## src/rtl/fixed_point_alu_core_assert.svh

```systemverilog
// Assertion macros for the fixed-point ALU core.
// No dependencies. Define ASSERT_OFF to compile them out.
`ifndef FIXED_POINT_ALU_CORE_ASSERT_SVH
`define FIXED_POINT_ALU_CORE_ASSERT_SVH
`ifndef ASSERT_OFF
`define FPA_ASSERT_ALWAYS(lbl, clk, rst, cond) \
   lbl: assert property (@(posedge clk) disable iff (rst) (cond)) \
      else $error("fpa assertion failed");
`define FPA_ASSERT_IMPLIES(lbl, clk, rst, pre, post) \
   lbl: assert property (@(posedge clk) disable iff (rst) (pre) |-> (post)) \
      else $error("fpa assertion failed");
`else
`define FPA_ASSERT_ALWAYS(lbl, clk, rst, cond)
`define FPA_ASSERT_IMPLIES(lbl, clk, rst, pre, post)
`endif
`endif

```

## src/rtl/fpa_pkg.sv

```systemverilog
// Package for the fixed-point ALU core: opcodes and the per-beat sideband type.
// No dependencies.
`default_nettype none
package fpa_pkg;
   localparam logic [3:0] OP_ADD = 4'd0;
   localparam logic [3:0] OP_SUB = 4'd1;
   localparam logic [3:0] OP_MUL = 4'd2;
   localparam logic [3:0] OP_DIV = 4'd3;
   localparam logic [3:0] OP_CMP = 4'd4;
   localparam logic [3:0] OP_MIN = 4'd5;
   localparam logic [3:0] OP_MAX = 4'd6;
   localparam logic [3:0] OP_INC = 4'd7;
   localparam logic [3:0] OP_DEC = 4'd8;
   localparam logic [3:0] OP_INT = 4'd9;

   typedef struct packed {
      logic        valid;
      logic [3:0]  op;
      logic [31:0] res;
      logic        lt;
      logic        eq;
      logic        gt;
      logic        dz;
      logic        neg;
   } side_type;
endpackage
`default_nettype wire

```

## src/rtl/fpa_div_cell.sv

```systemverilog
// One restoring-division cell: produces one quotient bit per beat.
// Depends on fpa_pkg.
`default_nettype none
module fpa_div_cell #(
   parameter int W = 32,
   parameter int F = 8
) (
   input  wire logic               clock,
   input  wire logic               reset,
   input  wire logic               en,
   input  wire logic [W-1:0]       rem_in,
   input  wire logic [W+F-1:0]     dq_in,
   input  wire logic [W-1:0]       mb_in,
   input  wire fpa_pkg::side_type  side_in,
   output logic [W-1:0]            rem_out,
   output logic [W+F-1:0]          dq_out,
   output logic [W-1:0]            mb_out,
   output fpa_pkg::side_type       side_out
);
   import fpa_pkg::*;

   logic [W:0]     sh;
   logic [W:0]     diff;
   logic           ge;
   logic [W-1:0]   rem_ff, rem_in_n;
   logic [W+F-1:0] dq_ff;
   logic [W-1:0]   mb_ff;
   side_type       side_ff;

   always_comb begin
      sh       = {rem_in, dq_in[W+F-1]};
      diff     = sh - {1'b0, mb_in};
      ge       = ~diff[W];
      rem_in_n = ge ? diff[W-1:0] : sh[W-1:0];
   end

   always_ff @(posedge clock) begin
      if (reset) begin
         side_ff.valid <= 1'b0;
      end else if (en) begin
         side_ff <= side_in;
      end
      if (en) begin
         rem_ff <= rem_in_n;
         dq_ff  <= {dq_in[W+F-2:0], ge};
         mb_ff  <= mb_in;
      end
   end

   assign rem_out  = rem_ff;
   assign dq_out   = dq_ff;
   assign mb_out   = mb_ff;
   assign side_out = side_ff;
endmodule
`default_nettype wire
```

## config.mk

```make
export PLATFORM = sky130hd
export DESIGN_NAME = fpa_div_cell
export DESIGN_NICKNAME = d
export VERILOG_FILES = /design/src/rtl/fixed_point_alu_core_assert.svh /design/src/rtl/fpa_pkg.sv /design/src/rtl/fpa_div_cell.sv
export SDC_FILE = /design/constraint.sdc
export NUM_CORES = 1
export LEC_CHECK = 0
export ABC_AREA = 1
export BUFFER_PORTS_ARGS = -buffer_cell sky130_fd_sc_hd__clkbuf_2
export CAP_MARGIN = 0
export CORE_MARGIN = 2
export CORE_UTILIZATION = 36
export CTS_CLUSTER_DIAMETER = 150
export DETAILED_ROUTE_END_ITERATION = 8
export PLACE_DENSITY = 0.73
export SYNTH_ARGS = -nofsm -noshare
export SYNTH_HDL_FRONTEND = slang
export SYNTH_SLANG_ARGS = --single-unit
```

## constraint.sdc

```tcl
create_clock -name clock -period 3.8 [get_ports clock]
set_input_delay 0 -clock clock [delete_from_list [all_inputs] [get_ports clock]]
set_output_delay 0 -clock clock [all_outputs]
set_load 0.02 [all_outputs]
```

==> results.sh <==
export IMPL_antenna_cells=0
export IMPL_worst_pin_slew_ns=1.14
export IMPL_clkTransAtPathRegs_ns=0.07
export IMPL_die_y_um=149
export IMPL_fin_nets=1467
export IMPL_synth_most_common_cell="nand2_1"
export IMPL_startpoint_type="input port"
export IMPL_htree_levels=4
export IMPL_synth_seq_area_share_pct=57.9
export IMPL_nFillCells=1810
export IMPL_multi_input_area_um2=2530
export IMPL_antenna_found_initial=0
export IMPL_io_pins=295
export IMPL_via_per_inst=4.53
export IMPL_synth_edff_count=145
export IMPL_drc=0
export IMPL_grt_use_total_pct=22.4
export IMPL_synthCells=831
export IMPL_cp_cell_sequence="dlygate4sd3_1, clkbuf_2, ha_1, fa_1, inv_1, nand2_1, nand2_1, nand3_1, nand2_2, nand2_1, nand2_2, nand2_2, nand3_1, nand2_4, nand2_1, nand2_1"
export IMPL_grt_overflow=0
export IMPL_drt_iter0_drc=327
export IMPL_die_w_um=149
export IMPL_async_reset_ff_share_pct=0
export IMPL_cpPeakStageDelay_ns=0.55
export IMPL_synth_ff_type="edfxtp_1"
export IMPL_arrival_ns=2.67
export IMPL_rsz0062_at_grt="no"
export IMPL_maxCapViolations=0
export IMPL_cts_sinks=146
export IMPL_slew_viol_final=0
export IMPL_final_layout_size_suffix_gt1_share_pct=26.3
export IMPL_ys_top_cells_by_count="nand2_1, inv_1, edfxtp_1"
export IMPL_final_setup_skew_ns=0
export IMPL_portBuffers=294
export IMPL_dp_hpwl_um=18400
export IMPL_p_leak_uw=0.00584
export IMPL_worstHoldPathType="input port to flop"
export IMPL_drt_total_wl_um=25100
export IMPL_syn_area_um2=7560
export IMPL_fin_crit_sh_pct=65.4
export IMPL_routed_via_count=7104
export IMPL_ys_types=24
export IMPL_finalPower_uw=4800
export IMPL_ir_worst_vdd_uv=279
export IMPL_cts_buffer_depth=2
export IMPL_worstSetupEndpointType="flop"
export IMPL_status="finished clean"
export IMPL_required_ns=3.98
export IMPL_syn_num_nets=1013
export IMPL_setup_viol=0
export IMPL_cts_tree="yes"
export IMPL_grt_max_degree=78
export IMPL_start_util_pct=37.0
export IMPL_area_growth_syn_to_layout_pct=50.4
export IMPL_insertion_delay_ns=0.43
export IMPL_post_route_min_period_ns=2.49
export IMPL_powerDensity_nw_per_um2=422
export IMPL_wl_per_cell_um=16.0
export IMPL_cts_root_buf="clkbuf_16"
export IMPL_rows=52
export IMPL_cp_slowest_cell="dlygate4sd3_1"
export IMPL_crit_path_frequent_cell="nand2_1"
export IMPL_hold_viol_final=0
export IMPL_coreArea_um2=20400
export IMPL_yosys_top_cells_area="edfxtp_1, nand2_1, inv_1, ha_1, nand3_1"
export IMPL_cts_buffers_inserted=17
export IMPL_die_area_um2=22200
export IMPL_yosys_warnings=0
export IMPL_first_pass_iters=5
export IMPL_yosysTopAreaCell="edfxtp_1"
export IMPL_yosysTopAreaCellShare_pct=57.6
export IMPL_grt_pass1_wl_um=37400
export IMPL_regArea_um2=4370
export IMPL_place_congestion=0.927
export IMPL_path_max_fanout=32
export IMPL_critPathKind="input port to flop"
export IMPL_syn_mean_instance_area_um2=9.09
export IMPL_max_freq_mhz=402
export IMPL_setup_tns_ns=0
export IMPL_utilization_pct=55.6
export IMPL_slew_headroom_pct=23.6
export IMPL_ant_nets=0
export IMPL_first_global_vias=7186
export IMPL_synth_seq_cells=146
## final cells by class
| cell class | instances | share of cell area, % |
|---|---|---|
| timing repair buffer | 441 | 25.9 |
| inverter | 158 | 5.22 |
| multi-input combinational | 521 | 22.3 |
| sequential | 146 | 38.5 |
| clock inverter | 15 | 1.42 |
| clock buffer | 17 | 3.74 |
| tap | 270 | 2.97 |
## path summary, 6_finish.rpt
path	start	endpoint	slack [ns]	cells after the start
worst max-delay path	mb_in[0]	rem_out[29]$_DFFE_PP_	1.31	16
worst min-delay path	en	mb_out[31]$_DFFE_PP_	0.04	1
worst max register to register	side_out[41]$_SDFFE_PP0P_	side_out[41]$_SDFFE_PP0P_	2.68	3
worst min register to register	side_out[41]$_SDFFE_PP0P_	side_out[41]$_SDFFE_PP0P_	1.03	3
## cell families after synthesis
logic type                 synth area share [%]
AOI/OAI and AO/OA                          2.58
and+or+nand+nor                            23.5
adders and majority gates                  5.56
buffers and inverters                      8.74
xor gates and xnor gates                   1.74
DFF                                        57.9
## worst max-delay path: cells and delay by family
family / cells / cell delay, ns
adders and majority gates: 2 / 0.62
buffers and inverters: 3 / 0.79
and+or+nand+nor: 11 / 1.24
## flip-flops by register name, indices dropped and copies added, names as in the netlist
| signal | cells |
|---|---|
| dq_out | 40 |
| mb_out | 32 |
| rem_out | 32 |
| side_out | 42 |
## per-stage QoR
stage	instances	cell area [um2]	hold WS [ns]	setup slack (ns)
final	1568	11400	0.0425	1.31
after global routing	1568	11400	0.0542	1.08
after CTS	1568	11400	0.0423	1.36
after detailed placement	1390	9320	0.179	1.42
after global placement	1390	9320	0.177	1.51
after floorplan	831	7560	0.0691	1.58
## per-layer routing
metal	GRT usage (%)	part of all wire, %	vias up
met2	39.4	49	256
met5	0	0	-
met4	9.00	2.7	0
li1	-	-	3537
met3	4.68	6.3	45
met1	26.8	42	3266
## report_power, final
group | internal (uW) | switching, uW | total [uW]
logic | 409 | 698 | 1110
clock network | 933 | 765 | 1700
registers | 1950 | 45.9 | 1990
## layout by cell type, fill, tap and decap left out, types with 3 or more instances in the layout
master / synthesis / routed
a21oi_1: 25 / 25
and2_1: 4 / 4
clkbuf_16: 0 / 17
clkbuf_2: 0 / 293
dlygate4sd3_1: 0 / 146
edfxtp_1: 145 / 145
ha_1: 32 / 32
inv_1: 157 / 157
inv_6: 0 / 7
inv_8: 0 / 3
nand2_1: 335 / 335
nand2_2: 8 / 8
nand3_1: 31 / 31
nand4_1: 8 / 8
nor2_1: 40 / 39
nor3_1: 6 / 6
o21bai_1: 7 / 7
xor2_1: 14 / 14
## what timing repair did
item                                   in CTS  in global routing
buffers inserted                            0                  0
hold buffers                              146                  0
endpoints found under the hold margin     145                  0
gates resized for setup                     0                  0
Power figures use the tool's default switching activity.
